### config.mk
export PLATFORM = sky130hd
export DESIGN_NAME = crc32_frame_encoder_top
export DESIGN_NICKNAME = d
export VERILOG_FILES = /design/src/cfe_pkg.sv /design/src/crc32_frame_encoder_top.sv /design/src/cfe_front.sv /design/src/cfe_queue.sv /design/src/cfe_back.sv
export SDC_FILE = /design/constraint.sdc
export NUM_CORES = 1
export LEC_CHECK = 0
export BUFFER_PORTS_ARGS = -buffer_cell sky130_fd_sc_hd__buf_2
export CAP_MARGIN = 20
export CELL_PAD_IN_SITES_DETAIL_PLACEMENT = 0
export CELL_PAD_IN_SITES_GLOBAL_PLACEMENT = 1
export CORE_UTILIZATION = 54
export CTS_BUF_LIST = sky130_fd_sc_hd__clkbuf_2 sky130_fd_sc_hd__clkbuf_4 sky130_fd_sc_hd__clkbuf_8
export DETAILED_ROUTE_END_ITERATION = 7
export GPL_TIMING_DRIVEN = 1
export PLACE_DENSITY_LB_ADDON = 0.08
export SETUP_SLACK_MARGIN = 0.02
export SYNTH_ARGS = -nofsm -noshare
export SYNTH_HDL_FRONTEND = slang
export SYNTH_SLANG_ARGS = --single-unit
### constraint.sdc
create_clock -name clk -period 6.7 [get_ports clk]
set_input_delay 1.34 -clock clk [delete_from_list [all_inputs] [get_ports clk]]
set_output_delay 1.34 -clock clk [all_outputs]
set_load 0.05 [all_outputs]
### src/cfe_pkg.sv
// Shared types and constants for the CRC-32 frame encoder.
// Holds the item structs, job format, step codes and the CRC byte update.
// No dependencies.
package cfe_pkg;

	localparam int unsigned CFG_IDX_W = 2;
	localparam logic [31:0] CRC_POLY  = 32'hEDB8_8320;
	localparam logic [31:0] CRC_ONES  = 32'hFFFF_FFFF;

	// Configuration register indexes
	typedef enum logic [CFG_IDX_W-1:0] {
		CFG_MAGIC_FIRST  = 2'd0,
		CFG_MAGIC_SECOND = 2'd1,
		CFG_VERSION      = 2'd2
	} cfg_idx_t;

	// Input op codes
	typedef enum logic {
		OP_START = 1'b0,
		OP_DATA  = 1'b1
	} op_t;

	// Byte positions walked by the back end
	typedef logic [3:0] step_t;
	localparam step_t STEP_MAGIC0  = 4'd0;
	localparam step_t STEP_MAGIC1  = 4'd1;
	localparam step_t STEP_VERSION = 4'd2;
	localparam step_t STEP_TYPE    = 4'd3;
	localparam step_t STEP_SEQ0    = 4'd4;
	localparam step_t STEP_SEQ1    = 4'd5;
	localparam step_t STEP_SEQ2    = 4'd6;
	localparam step_t STEP_SEQ3    = 4'd7;
	localparam step_t STEP_LEN0    = 4'd8;
	localparam step_t STEP_HDR_END = 4'd9;
	localparam step_t STEP_PAYLOAD = 4'd10;
	localparam step_t STEP_CRC0    = 4'd11;
	localparam step_t STEP_CRC1    = 4'd12;
	localparam step_t STEP_CRC2    = 4'd13;
	localparam step_t STEP_LAST    = 4'd14;

	typedef struct packed {
		logic        op;
		logic [7:0]  packet_type;
		logic [31:0] sequence_req;
		logic [15:0] payload_length;
		logic [7:0]  payload_byte;
	} in_item_t;

	typedef struct packed {
		logic [7:0] out_byte;
		logic       frame_end;
		logic       run_last;
	} out_item_t;

	typedef struct packed {
		logic [7:0] magic_first;
		logic [7:0] magic_second;
		logic [7:0] protocol_version;
	} cfg_t;

	// One unit of work for the back end
	typedef struct packed {
		op_t         kind;
		logic        trailer;   // append the CRC after this job's bytes
		logic [7:0]  packet_type;
		logic [31:0] sequence_req;
		logic [15:0] payload_length;
		logic [7:0]  payload_byte;
	} job_t;

	typedef struct packed {
		logic full;
		logic empty;
	} q_stat_t;

	// Reflected CRC-32 update by one byte
	function automatic logic [31:0] crc_feed(input logic [31:0] crc, input logic [7:0] b);
		logic [31:0] c;
		c = crc ^ {24'd0, b};
		for (int k = 0; k < 8; k++) begin
			c = c[0] ? ((c >> 1) ^ CRC_POLY) : (c >> 1);
		end
		return c;
	endfunction

endpackage

### src/crc32_frame_encoder_top.sv
// Top level of the CRC-32 frame encoder.
// Depends on cfe_pkg, cfe_front, cfe_queue and cfe_back.
//
// Usage:
//   in_valid/in_ready/in_data carry input items. A start item (op = 0)
//   produces a 10-byte header (magic, magic, version, type, sequence LE,
//   length LE); each data item (op = 1) produces one payload byte. After
//   the last payload byte, or right after the header for an empty frame,
//   the CRC-32 (IEEE, reflected) is appended LSB first.
//   out_valid/out_ready/out_data carry one frame byte per transfer, with
//   frame_end on the last CRC byte and run_last on the last byte of each item.
//   cfg_valid/cfg_ready/cfg_index/cfg_data write the magic and version
//   registers while no item is in flight; cfg_ready is always high.
// Timing:
//   An item's first output byte is registered in the job queue, then in the
//   output register. The output side moves one byte per clock while the
//   receiver is ready. The job queue (QUEUE_DEPTH entries) absorbs header and
//   trailer runs, so payload streams at one item per clock while the receiver
//   is ready. A stalled receiver holds the output register; in_ready drops
//   only when the queue is full. Reset empties the queue, closes any frame
//   and clears the configuration registers to zero.
module crc32_frame_encoder_top #(
	parameter int unsigned QUEUE_DEPTH = 4
) (
	input  logic                            clk,
	input  logic                            arst_n,
	input  logic                            in_valid,
	output logic                            in_ready,
	input  cfe_pkg::in_item_t               in_data,
	output logic                            out_valid,
	input  logic                            out_ready,
	output cfe_pkg::out_item_t              out_data,
	input  logic                            cfg_valid,
	output logic                            cfg_ready,
	input  logic [cfe_pkg::CFG_IDX_W-1:0]   cfg_index,
	input  logic [7:0]                      cfg_data
);
	import cfe_pkg::*;

	cfg_t    cfg_q;
	q_stat_t q_stat;
	job_t    push_job, head;
	logic    push, pop;

	// configuration registers, always ready
	assign cfg_ready = 1'b1;

	always_ff @(posedge clk or negedge arst_n) begin
		if (!arst_n) begin
			cfg_q <= '0;
		end else if (cfg_valid) begin
			unique case (cfg_index)
				CFG_MAGIC_FIRST:  cfg_q.magic_first      <= cfg_data;
				CFG_MAGIC_SECOND: cfg_q.magic_second     <= cfg_data;
				CFG_VERSION:      cfg_q.protocol_version <= cfg_data;
				default:          ;
			endcase
		end
	end

	// front end: classification and frame tracking
	cfe_front u_front (
		.clk      (clk),
		.arst_n   (arst_n),
		.in_valid (in_valid),
		.in_ready (in_ready),
		.in_data  (in_data),
		.q_stat   (q_stat),
		.push     (push),
		.job      (push_job)
	);

	// decoupling queue
	cfe_queue #(
		.DEPTH (QUEUE_DEPTH)
	) u_queue (
		.clk      (clk),
		.arst_n   (arst_n),
		.push     (push),
		.push_job (push_job),
		.pop      (pop),
		.head     (head),
		.stat     (q_stat)
	);

	// back end: byte sequencing, CRC, output register
	cfe_back u_back (
		.clk       (clk),
		.arst_n    (arst_n),
		.cfg       (cfg_q),
		.head      (head),
		.q_stat    (q_stat),
		.pop       (pop),
		.out_valid (out_valid),
		.out_ready (out_ready),
		.out_data  (out_data)
	);

	// frame end is always the last byte of its item
	a_end_is_last: assert property (@(posedge clk) disable iff (!arst_n)
		out_valid |-> (!out_data.frame_end || out_data.run_last))
		else $error("frame_end without run_last");

	// queue is never written while full
	a_no_overflow: assert property (@(posedge clk) disable iff (!arst_n)
		!(push && q_stat.full))
		else $error("job queue overflow");

	// queue is never read while empty
	a_no_underflow: assert property (@(posedge clk) disable iff (!arst_n)
		!(pop && q_stat.empty))
		else $error("job queue underflow");

	// a pushed job shows up as queue occupancy on the next cycle
	a_push_fills: assert property (@(posedge clk) disable iff (!arst_n)
		(push && !pop) |=> !q_stat.empty)
		else $error("pushed job lost");

endmodule

### src/cfe_front.sv
// Front end: takes input transfers, tracks the open frame and queues jobs.
// Depends on cfe_pkg.
module cfe_front (
	input  logic              clk,
	input  logic              arst_n,
	input  logic              in_valid,
	output logic              in_ready,
	input  cfe_pkg::in_item_t in_data,
	input  cfe_pkg::q_stat_t  q_stat,
	output logic              push,
	output cfe_pkg::job_t     job
);
	import cfe_pkg::*;

	logic [15:0] remaining_q;   // nonzero means a frame is open
	logic        accept;

	assign in_ready = !q_stat.full;
	assign accept   = in_valid && in_ready;

	always_comb begin
		job.kind           = op_t'(in_data.op);
		job.packet_type    = in_data.packet_type;
		job.sequence_req   = in_data.sequence_req;
		job.payload_length = in_data.payload_length;
		job.payload_byte   = in_data.payload_byte;
		if (in_data.op == OP_START) begin
			job.trailer = (in_data.payload_length == 16'd0);
		end else begin
			job.trailer = (remaining_q == 16'd1);
		end
		// data with no open frame is dropped
		push = accept && ((in_data.op == OP_START) || (remaining_q != 16'd0));
	end

	always_ff @(posedge clk or negedge arst_n) begin
		if (!arst_n) begin
			remaining_q <= 16'd0;
		end else if (accept) begin
			if (in_data.op == OP_START) begin
				remaining_q <= in_data.payload_length;
			end else if (remaining_q != 16'd0) begin
				remaining_q <= remaining_q - 16'd1;
			end
		end
	end

endmodule

### src/cfe_queue.sv
// Small job queue between the front and back ends.
// Depends on cfe_pkg.
module cfe_queue #(
	parameter int unsigned DEPTH = 4
) (
	input  logic              clk,
	input  logic              arst_n,
	input  logic              push,
	input  cfe_pkg::job_t     push_job,
	input  logic              pop,
	output cfe_pkg::job_t     head,
	output cfe_pkg::q_stat_t  stat
);
	import cfe_pkg::*;

	localparam int unsigned PTR_W = (DEPTH > 1) ? $clog2(DEPTH) : 1;
	localparam int unsigned CNT_W = $clog2(DEPTH + 1);
	localparam logic [PTR_W-1:0] PTR_LAST = PTR_W'(DEPTH - 1);
	localparam logic [CNT_W-1:0] CNT_FULL = CNT_W'(DEPTH);

	job_t             mem [DEPTH];
	logic [PTR_W-1:0] wr_ptr_q, rd_ptr_q;
	logic [CNT_W-1:0] count_q;

	assign head       = mem[rd_ptr_q];
	assign stat.full  = (count_q == CNT_FULL);
	assign stat.empty = (count_q == '0);

	always_ff @(posedge clk) begin
		if (push) begin
			mem[wr_ptr_q] <= push_job;
		end
	end

	always_ff @(posedge clk or negedge arst_n) begin
		if (!arst_n) begin
			wr_ptr_q <= '0;
			rd_ptr_q <= '0;
			count_q  <= '0;
		end else begin
			if (push) begin
				wr_ptr_q <= (wr_ptr_q == PTR_LAST) ? '0 : wr_ptr_q + 1'b1;
			end
			if (pop) begin
				rd_ptr_q <= (rd_ptr_q == PTR_LAST) ? '0 : rd_ptr_q + 1'b1;
			end
			if (push && !pop) begin
				count_q <= count_q + 1'b1;
			end else if (pop && !push) begin
				count_q <= count_q - 1'b1;
			end
		end
	end

endmodule

### src/cfe_back.sv
// Back end: walks each queued job byte by byte, runs the CRC and drives
// the output register. Depends on cfe_pkg.
module cfe_back (
	input  logic               clk,
	input  logic               arst_n,
	input  cfe_pkg::cfg_t      cfg,
	input  cfe_pkg::job_t      head,
	input  cfe_pkg::q_stat_t   q_stat,
	output logic               pop,
	output logic               out_valid,
	input  logic               out_ready,
	output cfe_pkg::out_item_t out_data
);
	import cfe_pkg::*;

	logic        mid_q;       // a job is partly emitted
	step_t       step_q;
	logic [31:0] crc_q;
	out_item_t   out_q;
	logic        out_valid_q;

	step_t       step, step_nxt;
	logic        emit, done;
	logic [7:0]  b;
	logic [31:0] crc_base, crc_post;

	always_comb begin
		if (mid_q) begin
			step = step_q;
		end else begin
			step = (head.kind == OP_START) ? STEP_MAGIC0 : STEP_PAYLOAD;
		end

		emit = !q_stat.empty && (!out_valid_q || out_ready);

		unique case (step)
			STEP_MAGIC0:  b = cfg.magic_first;
			STEP_MAGIC1:  b = cfg.magic_second;
			STEP_VERSION: b = cfg.protocol_version;
			STEP_TYPE:    b = head.packet_type;
			STEP_SEQ0:    b = head.sequence_req[7:0];
			STEP_SEQ1:    b = head.sequence_req[15:8];
			STEP_SEQ2:    b = head.sequence_req[23:16];
			STEP_SEQ3:    b = head.sequence_req[31:24];
			STEP_LEN0:    b = head.payload_length[7:0];
			STEP_HDR_END: b = head.payload_length[15:8];
			STEP_PAYLOAD: b = head.payload_byte;
			STEP_CRC0:    b = ~crc_q[7:0];
			STEP_CRC1:    b = ~crc_q[15:8];
			STEP_CRC2:    b = ~crc_q[23:16];
			STEP_LAST:    b = ~crc_q[31:24];
			default:      b = 8'd0;
		endcase

		crc_base = (step == STEP_MAGIC0) ? CRC_ONES : crc_q;
		crc_post = crc_feed(crc_base, b);

		done = (step == STEP_LAST) ||
			(((step == STEP_HDR_END) || (step == STEP_PAYLOAD)) && !head.trailer);
		// empty payload: header runs straight into the trailer
		step_nxt = ((step == STEP_HDR_END) && head.trailer) ? STEP_CRC0 : step + 4'd1;

		pop = emit && done;
	end

	always_ff @(posedge clk) begin
		if (emit) begin
			out_q.out_byte  <= b;
			out_q.frame_end <= (step == STEP_LAST);
			out_q.run_last  <= done;
			if (step <= STEP_PAYLOAD) begin
				crc_q <= crc_post;
			end
			step_q <= step_nxt;
		end
	end

	always_ff @(posedge clk or negedge arst_n) begin
		if (!arst_n) begin
			mid_q       <= 1'b0;
			out_valid_q <= 1'b0;
		end else if (emit) begin
			mid_q       <= !done;
			out_valid_q <= 1'b1;
		end else if (out_ready) begin
			out_valid_q <= 1'b0;
		end
	end

	assign out_valid = out_valid_q;
	assign out_data  = out_q;

endmodule
# Word level (Yosys, flattened, before mapping)
# Memory sizes are Yosys's and may differ from the RTL's.
# Cells that the tools add are included.
# Widths: inputs -> output; s select.
totals:
  reg_bits: 95
  mem_bits_rw: 264
  inputBits: 80
  output_inout_bits: 13
  elab_cells: 112
  memories: 1
memory_table:
  columns: ["name", "depth", "width", "read_ports", "rd_clocked_by_memory_dff", "wr", "line_no", "source"]
  rows:
  - ["u_queue.mem", 4, 66, 1, 0, 1, "cfe_queue.sv:21", "job_t mem [DEPTH];"]
classes:
  addsub: 6
  magnitude_cmp: 1
  n_eq_ne: 21
  muxes: 23
  bitwise: 14
  n_reduce_logical: 31
op_table:
  columns: ["operator", "count"]
  rows:
  - ["$mux 32", 8]
  - ["$pmux 8 s15", 1]
  - ["$not 13->14", 8]
  - ["$mux 16", 2]
  - ["$not 8->8", 4]
  - ["$xor 32x8->32", 1]
  - ["$mux 31", 1]
  - ["$eq 4x4->1 const B", 7]
  - ["$eq 16x1->1 const B", 1]
  - ["$eq 4x3->1 const B", 4]
  - ["$logic_not 16->1", 1]
  - ["$reduce_bool 16->1", 1]
  - ["$sub 16x1->16 const B", 1]
  - ["$reduce_and 2->1", 5]
  - ["$eq 4x2->1 const B", 2]
  - ["$logic_and 1x1->1", 8]
  - ["$mux 4", 2]
  - ["$logic_not 1->1", 7]
  - ["$eq 2x2->1 const B", 3]
  - ["$mux 3", 2]
  - ["$mux 1", 5]
  - ["$add 2x1->2 const B", 2]
  - ["$add 4x1->4 const B", 1]
  - ["$eq 4x1->1 const B", 1]
  - ["other kinds (13)", 18]

# Longest topological paths before layout
# Gate-level depths: netlist (run 1).
# An unclocked memory read counts as a cell.
depth:
  ltp_word: 22
  ltp_mapped: 18
  ltp_nobuf: 16

# Hierarchy
# Synthesis (run 1) repeated with hierarchy kept, for this count alone.
hier_totals:
  cells_unflattened: 990
  area_unflattened_um2: 16170.5
by_module_without_submodules:
  columns: ["module", "n_inst", "cells_per_inst", "area_each_um2", "seq_area_each_um2"]
  rows:
  - ["cfe_queue", 1, 382, 9958.3, 8102.8]
  - ["cfe_back", 1, 351, 3683.5, 1431.4]
  - ["cfe_front", 1, 204, 1605.3, 400.4]
  - ["crc32_frame_encoder_top", 1, 53, 923.4, 600.6]

# Least setup slack after synthesis (run 1)
# Ideal clock, no wire load.
synth_timing:
  kind: "reg2reg"
  startpoint: "register u_queue.rd_ptr_q[0]"
  endpoint: "register u_back.crc_q[0], enable pin"
  setup_time_ns: 0.480
  arrival_ns: 4.180
  t_required_ns: 6.220
  setup_slack_ns: 2.040
  stages_incl_launch_ff: 10
  path_buffers: 2
  period_less_slack_ns: 4.660
  path_cell_list: "dfrtp_1 buf_6 or2_2 o22ai_1 a21oi_1 inv_1 ha_1 clkbuf_1 nor2_1 a311oi_1"
synth_between:
  elab_chain_len: 5
synth_lines:
  columns: ["element", "line_no", "source"]
  rows:
  - ["start: declaration", "cfe_queue.sv:22", "logic [PTR_W-1:0] wr_ptr_q, rd_ptr_q;"]
  - ["start signal: assignment", "cfe_queue.sv:45", "rd_ptr_q <= (rd_ptr_q == PTR_LAST) ? '0 : rd_ptr_q + 1'b1;"]
  - ["$mem_v2 4x66", null, null]
  - ["$mux 4", "cfe_back.sv:31", "step = (head.kind == OP_START) ? STEP_MAGIC0 : STEP_PAYLOAD;"]
  - ["$mux 4", "cfe_back.sv:28", "if (mid_q) begin"]
  - ["$le 4x4->1", "cfe_back.sv:71", "if (step <= STEP_PAYLOAD) begin"]
  - ["$reduce_and 2->1 (no source line)", null, null]
  - ["end signal: assignment", "cfe_back.sv:72", "crc_q <= crc_post;"]
  - ["end: declaration", "cfe_back.sv:18", "logic [31:0] crc_q;"]
# No other way between the ends.
# A chain may end at the register's enable or synchronous reset.

# Worst setup path after layout (run 1)
layout_timing:
  startpoint: "register u_queue.rd_ptr_q[1]"
  endpoint: "register u_back.crc_q[19] (data pin)"
layout_between:
  word_cells_on_any_way: 36
  cone_classes: "14 x eq/ne; 12 x mux; 8 x bitwise; 1 x reduce/logical; 1 x memory"
layout_lines:
  columns: ["element", "line_no", "source"]
  rows:
  - ["$mem_v2 4x66 *", null, null]
  - ["$mux 4", "cfe_back.sv:31", null]
  - ["$mux 4", "cfe_back.sv:28", null]
  - ["$eq 4x4->1, or another cell as far along", "cfe_back.sv:36", "unique case (step)"]
  - ["$pmux 8 s15 *", "cfe_back.sv:36", null]
  - ["net u_back.b[3]", "cfe_back.sv:24", "logic [7:0] b;"]
  - ["$xor 32x8->32 *", "cfe_pkg.sv:79", "c = crc ^ {24'd0, b};"]
  - ["$mux 32 * (5 in a row)", "cfe_pkg.sv:81", "c = c[0] ? ((c >> 1) ^ CRC_POLY) : (c >> 1);"]
  - ["$not 13->14 (no source line)", null, null]
  - ["$mux 32 *", "cfe_pkg.sv:81", null]
  - ["$not 13->14 (no source line)", null, null]
  - ["$mux 32 *", "cfe_pkg.sv:81", null]
  - ["$not 13->14 (no source line)", null, null]
  - ["$mux 31 *", "cfe_pkg.sv:81", null]
  - ["net u_back.crc_post[19]", "cfe_back.sv:25", "logic [31:0] crc_base, crc_post;"]
# Mark *: on every way through the listed nets, which the timed path passes. The rest lies on a longest branch.

==> implementation parameters, run 1 <==
Parameter                              Value

Run status
  Run status    finished, final reports clean

Die
  Total die area    0.0292 mm²
  Die extent in y    171 µm
  Area inside the core boundary    0.0279 mm²
  Die outline width    171 µm
  Total number of placement rows    61
  Top-level I/O count    93
  Initial cell density of the core    0.552

Yosys
  Distinct cell type count after synthesis    68
  Post-synth design cell area    0.0154 mm²
  Yosys Warn Count    0
  Share of the yosys chip area belonging to registers    0.684
  Register bit count reported by yosys    359
  Post-synth EDFFs    310
  Most used flip-flop cell after synthesis    edfxtp_1
  Gate count of the mapped netlist    920
  Post-synthesis area per instance    16.8 µm²
  Post-synthesis net count    1014
  Share of async-settable or async-resettable flops after synthesis    0.136

Placed design
  Post-DP HPWL    22100 µm
  Final GP Congestion    0.898
  Buffers added on ports    91
  Placement-stage cell area    0.0163 mm²
  Pre-CTS setup slack    1310 ps

GRT
  Number of global-route vias before repair    8447
  First-pass GRT wire length    50400 µm
  Met3 Usage GRT    0.0370
  Met2 Resource Use GR    0.375
  Met1 demand-to-capacity share in global routing    0.336
  Number of antenna violations at the first check in global routing    0
  Aggregate global routing overflow    0
  Overall fraction of global-route tracks in use    0.236
  Layer with the highest usage    met2
  Maximum number of pins on one net before global-route repair    50

Hold path
  Hold Path Class    flop to flop

STA
  Actual slew at the worst max-slew pin    1020 ps
  Setup repair after global routing missed its margin    no
  Total negative slack for setup checks    0 ps
  Highest Clock Rate    0.183 GHz
  Final Cycle Share    0.815
  Setup violators final    0
  Slew Limit Fails    0
  Relative max-transition margin    0.317
  Clk_skew    37.8 ps
  Number of endpoints with negative hold slack in the final report    0
  Period minus WS final    5460 ps
  Min setup slack post-route    1240 ps

Clocking
  CTS tree    built
  Resized cells post-CTS    0
  Post-CTS Hold Fix Bufs    0
  Buffers inserted during post-CTS setup optimization    0
  CTS Sinks    359
  Latest clock arrival within the worst-skew pair    620 ps
  Maximum clock insertion buffer count    3
  Cell chosen for the clock root    clkbuf_8
  Clock H-tree levels    2
  Clock slew seen by the registers of the worst setup and hold paths    60 ps
  TritonCTS buffer count    57

Worst setup path
  Crit path capture type    flop
  Startpoint-to-endpoint class of the critical path    flop to flop
  Kind of cell adding the most delay to the critical path    XOR/XNOR gates
  Data arrival at the endpoint of the critical path    5790 ps
  Critical path cell sequence    buf_4 -> mux2i_1 -> o22ai_1 -> a21oi_1 -> inv_1 -> ha_1 -> and4b_1 -> a22o_1 -> a221oi_1 -> o311ai_0 -> nand4b_4 -> xnor2_2 -> xnor3_1 -> xor2_1 -> xnor2_1
  Number of buffer and inverter instances along the worst setup path    2
  Maximum fanout count along the critical path    28
  Highest-delay cell along the critical path    mux2i_1
  Required time of the critical path    7030 ps
  Kind of launch point of the worst setup path    flop
  Slowest cell delay on critical path    530 ps

Detailed routing
  Detailed-route wire length    33200 µm
  Detailed-route wire length per cell    22.7 µm
  Count of routing violations after the opening detailed-route iteration    639
  DRC violations left    0
  Vias    8460
  Remaining antenna violation count after routing    0
  Pre-Repair DR Iteration Count    5
  Mean number of vias per cell    5.78

Flow run
  Max_cap viols    0

Layout
  Area of all placed cells without fillers    0.0174 mm²
  Area of the multi-input gates    0.00462 mm²
  Post-route core utilization    0.623
  Layout filler cell count    2176
  Post-layout net count    1135
  Count of antenna diodes in the layout    0
  Total area of sequential cells    0.0105 mm²
  Share of post-route cells with drive strength above 1    0.297
  Layout Area Growth over Synthesis    12.9%
-- worst paths after layout --
kind | startpoint | endpoint | slack (ps) | depth (start not counted)
setup / recovery | u_queue.rd_ptr_q[1]$_DFFE_PN0P_ | u_back.crc_q[19]$_DFFE_PP_ | 1240 | 15
hold / removal | u_queue.count_q[2]$_DFFE_PN0P_ | u_queue.count_q[2]$_DFFE_PN0P_ | 500 | 1
setup reg to reg | u_queue.rd_ptr_q[1]$_DFFE_PN0P_ | u_back.crc_q[19]$_DFFE_PP_ | 1240 | 15
hold reg to reg | u_queue.count_q[2]$_DFFE_PN0P_ | u_queue.count_q[2]$_DFFE_PN0P_ | 500 | 1
max in group asynchronous | arst_n | u_queue.rd_ptr_q[0]$_DFFE_PN0P_ | 5340 | 2
min in group asynchronous | arst_n | u_queue.rd_ptr_q[0]$_DFFE_PN0P_ | 860 | 2
-- layout by cell type (no fill, tap or decap), types with 6 or more instances in the layout --
| cell | instances |
|---|---|
| a22o_1 | 10 |
| o22ai_1 | 18 |
| a22oi_1 | 10 |
| xnor2_1 | 37 |
| clkinv_1 | 11 |
| inv_1 | 18 |
| nor4_1 | 7 |
| nand4_1 | 9 |
| buf_2 | 92 |
| nand3_1 | 47 |
| mux4_2 | 63 |
| clkbuf_8 | 60 |
| dfrtp_1 | 47 |
| buf_4 | 14 |
| nor3_1 | 7 |
| xor2_1 | 24 |
| mux2_2 | 26 |
| mux2i_1 | 8 |
| a21oi_1 | 16 |
| ha_1 | 13 |
| nor2_1 | 65 |
| a211oi_1 | 7 |
| edfxtp_1 | 310 |
| xnor2_2 | 7 |
| nand2_1 | 23 |
| o21ai_0 | 21 |
| and3_1 | 6 |
| clkbuf_4 | 16 |
| clkinv_2 | 13 |
-- flip-flops by register name, summed over array words and instances (netlist names) --
name and cells:
cfg_q 24, u_back.crc_q 32, u_back.mid_q 1, u_back.out_data 10, u_back.out_valid 1, u_back.step_q 4, u_front.remaining_q 16, u_queue.count_q 3
u_queue.mem 264, u_queue.rd_ptr_q 2, u_queue.wr_ptr_q 2
-- Yosys cell counts (8+ instances only) --
master / n / share of area
a22o_1: 10 / 0.0057
nor2_1: 65 / 0.016
a21oi_1: 17 / 0.0055
buf_2: 12 / 0.0039
mux2_2: 26 / 0.019
edfxtp_1: 310 / 0.60
a22oi_1: 10 / 0.0049
nand2_1: 23 / 0.0056
xor2_1: 24 / 0.014
o22ai_1: 18 / 0.0073
ha_1: 13 / 0.011
inv_1: 18 / 0.0044
dfrtp_1: 49 / 0.080
nand3_1: 47 / 0.015
mux2i_1: 8 / 0.0052
nand4_1: 9 / 0.0037
mux4_2: 63 / 0.092
clkbuf_1: 24 / 0.0058
o21ai_0: 21 / 0.0068
xnor2_1: 37 / 0.021
-- kinds of logic (layout without fill, tap and decap cells) --
family | after synthesis | count (layout) | share of synthesized area
compound gates | 111 | 111 | 0.0505
xor+xnor | 76 | 76 | 0.0528
fa+ha+maj | 14 | 14 | 0.0119
buf+inv | 63 | 229 | 0.0188
flops | 359 | 359 | 0.684
mux | 97 | 97 | 0.116
other cells | 1 | 1 | 0.000243
simple gates | 199 | 199 | 0.0661
-- per-layer routing --
layer / vias to the layer above / wire length [µm]
met5: - / 0
met4: 0 / 901
met3: 63 / 1770
met2: 251 / 16200
met1: 4290 / 14400
li1: 3856 / -
-- final cells by class --
type,count,area share
well taps,378,0.0272
clock buffers,76,0.0543
inverters,18,0.00388
multi-input cells,498,0.265
repair buffers,107,0.0334
flip-flops and latches,359,0.606
clock inverters,28,0.0103
-- stage by stage --
stage | instances | hold WS, ps
final | 1464 | 499
after global placement | 1358 | 477
after floorplan | 920 | 464
after CTS | 1463 | 500
after detailed placement | 1359 | 487
after global routing | 1464 | 509
Power of run 1 is left out: the tool's default activity adds up to more than one toggle a clock period on the data nets, which glitch-free logic cannot reach.
==> run 2: changes to the inputs <==
==> constraint.sdc (replaced) <==
create_clock -name clk -period 5.41 [get_ports clk]
set_input_delay 1.082 -clock clk [delete_from_list [all_inputs] [get_ports clk]]
set_output_delay 1.082 -clock clk [all_outputs]
set_load 0.05 [all_outputs]
==> run 2 against run 1 <==
  * Register-to-register slack got worse by 760 ps
  * Clock skew down 17 ps
  * Die area is the same
  * Non-clock buffer count increased by 8
  * Wire length is 1.9% higher
  * Largest cell class unchanged
  * Core utilization increased by 0.081 points
  * Critical path depth unchanged
  * Fmax is 11% higher
  * Worst hold slack worse by 14 ps
==> implementation parameters, run 2 (synthesis gave the netlist of run 1 again) <==
Parameter                              Value

Layout
  Count of antenna diodes in the layout    0
  Total area of sequential cells    0.0105 mm²
  Top flop regs    u_queue.mem: 264 flops, u_back.crc_q: 32 flops, cfg_q: 24 flops
  Layout filler cell count    2154
  Share of post-route cells with drive strength above 1    0.299
  Area of the multi-input gates    0.00462 mm²
  Max reg flops    264
  Post-layout net count    1144
  Register containing the most flip-flops in the final layout    u_queue.mem
  Layout Area Growth over Synthesis    13.1%
  Commonest non-fill, non-tap cells in the layout    edfxtp_1 (310), buf_2 (91), nor2_1 (65), mux4_2 (63), clkbuf_8 (61)
  Most common cell after layout, fill and taps aside    edfxtp_1

Detailed routing
  Mean number of vias per cell    5.76
  Detailed-route wire length per cell    23.1 µm
  Pre-Repair DR Iteration Count    5
  Vias    8449
  Remaining antenna violation count after routing    0
  Count of routing violations after the opening detailed-route iteration    732
  Detailed-route wire length    33900 µm
  DRC violations left    0

Worst setup path
  R2r setup slk    480 ps
  R2R depth    15
  Maximum fanout count along the critical path    9
  Startpoint-to-endpoint class of the critical path    flop to flop
  Capture point of the worst reg-to-reg path    u_back.crc_q[19]$_DFFE_PP_
  FF-to-FF Start    u_queue.rd_ptr_q[1]$_DFFE_PN0P_
  End of the critical path    u_back.crc_q[19]$_DFFE_PP_
  Crit path capture type    flop
  Worst setup path startpoint    u_queue.rd_ptr_q[1]$_DFFE_PN0P_
  Data arrival at the endpoint of the critical path    5250 ps
  Kind of launch point of the worst setup path    flop
  Required time of the critical path    5730 ps

STA
  Number of endpoints with negative hold slack in the final report    0
  Final Cycle Share    0.911
  Highest Clock Rate    0.203 GHz
  Clk_skew    20.5 ps
  Setup repair after global routing missed its margin    no
  Setup violators final    0
  Min setup slack post-route    483 ps
  Slew Limit Fails    0
  Relative max-transition margin    0.412
  Actual slew at the worst max-slew pin    882 ps
  Total negative slack for setup checks    0 ps
  Period minus WS final    4930 ps

GRT
  Maximum number of pins on one net before global-route repair    55
  Number of global-route vias before repair    8480
  Aggregate global routing overflow    0
  Overall fraction of global-route tracks in use    0.242
  Number of antenna violations at the first check in global routing    0
  First-pass GRT wire length    51700 µm

Clocking
  Cell chosen for the clock root    clkbuf_8
  Buffers inserted during post-CTS setup optimization    0
  Resized cells post-CTS    0
  Clock slew seen by the registers of the worst setup and hold paths    60 ps
  CTS Sinks    359
  Clock H-tree levels    2
  CTS tree    built
  Latest clock arrival within the worst-skew pair    600 ps
  Post-CTS Hold Fix Bufs    0
  Maximum clock insertion buffer count    3
  TritonCTS buffer count    58

Die
  Initial cell density of the core    0.552
  Total die area    0.0292 mm²
  Top-level I/O count    93
  Die extent in y    171 µm
  Total number of placement rows    61
  Die outline width    171 µm
  Area inside the core boundary    0.0279 mm²

Hold path
  Hold path startpoint    u_back.out_valid$_DFFE_PN0P_
  Worst Hold Depth    2
  Hold Path Class    flop to flop

Placed design
  Buffers added on ports    91
  Post-DP HPWL    22700 µm
  Pre-CTS setup slack    544 ps
  Final GP Congestion    0.872

Run status
  Run status    finished, final reports clean

Flow run
  Max_cap viols    0
==> run 2: changes by cell type in the layout (fill, tap and decap cells not counted), sizes merged <==
cell / previous run / this run
clkinv: 24 / 12
buf: 107 / 115
inv: 21 / 20
bufinv: 1 / 0
clkbuf: 76 / 84
clkinvlp: 0 / 1
==> run 2: through the flow <==
| step | instances | hold WS [ps] | cell area (µm²) | util |
|---|---|---|---|---|
| after global placement | 1368 | 474 | 16300 | 0.585 |
| after global routing | 1467 | 512 | 17400 | 0.624 |
| after CTS | 1467 | 493 | 17400 | 0.624 |
| final | 1467 | 485 | 17400 | 0.624 |
| after detailed placement | 1368 | 479 | 16300 | 0.585 |
| after floorplan | 920 | 464 | 15400 | - |
==> run 2: layout make-up <==
type | instances | share of cell area
clock buffer | 84 | 0.0581
inverter | 18 | 0.00388
tap | 378 | 0.0271
multi-input combinational | 498 | 0.265
sequential | 359 | 0.605
clock inverter | 15 | 0.00459
timing repair buffer | 115 | 0.0365
==> run 2: critical path, stage by stage, from the launching register on <==
cell      delay [ps]
dfrtp_2          400
mux2i_1          460
o22ai_1          210
a21oi_1          280
inv_1            140
ha_1             350
nand4_1          210
buf_4            170
nor2_1            50
a211oi_1         270
nand3_1          100
or3_1            460
xor2_2           530
xnor3_1          630
xor2_1           280
xnor2_1          140
==> run 2: worst min path at each step <==
stage	to
3_3_place_gp	u_back.out_valid$_DFFE_PN0P_
2_1_floorplan	u_queue.count_q[2]$_DFFE_PN0P_
4_1_cts	u_back.out_valid$_DFFE_PN0P_
5_1_grt	u_back.out_valid$_DFFE_PN0P_
6_report	u_back.out_valid$_DFFE_PN0P_
3_5_place_dp	u_back.out_valid$_DFFE_PN0P_
==> run 2: metal layers <==
layer | part of all wire | vias up | track usage
met4 | 0.020 | 0 | 0.0679
met1 | 0.45 | 4274 | 0.353
li1 | - | 3873 | -
met3 | 0.058 | 45 | 0.0467
met2 | 0.47 | 257 | 0.375
met5 | 0 | - | 0
Power of run 2 is left out for the same reason.
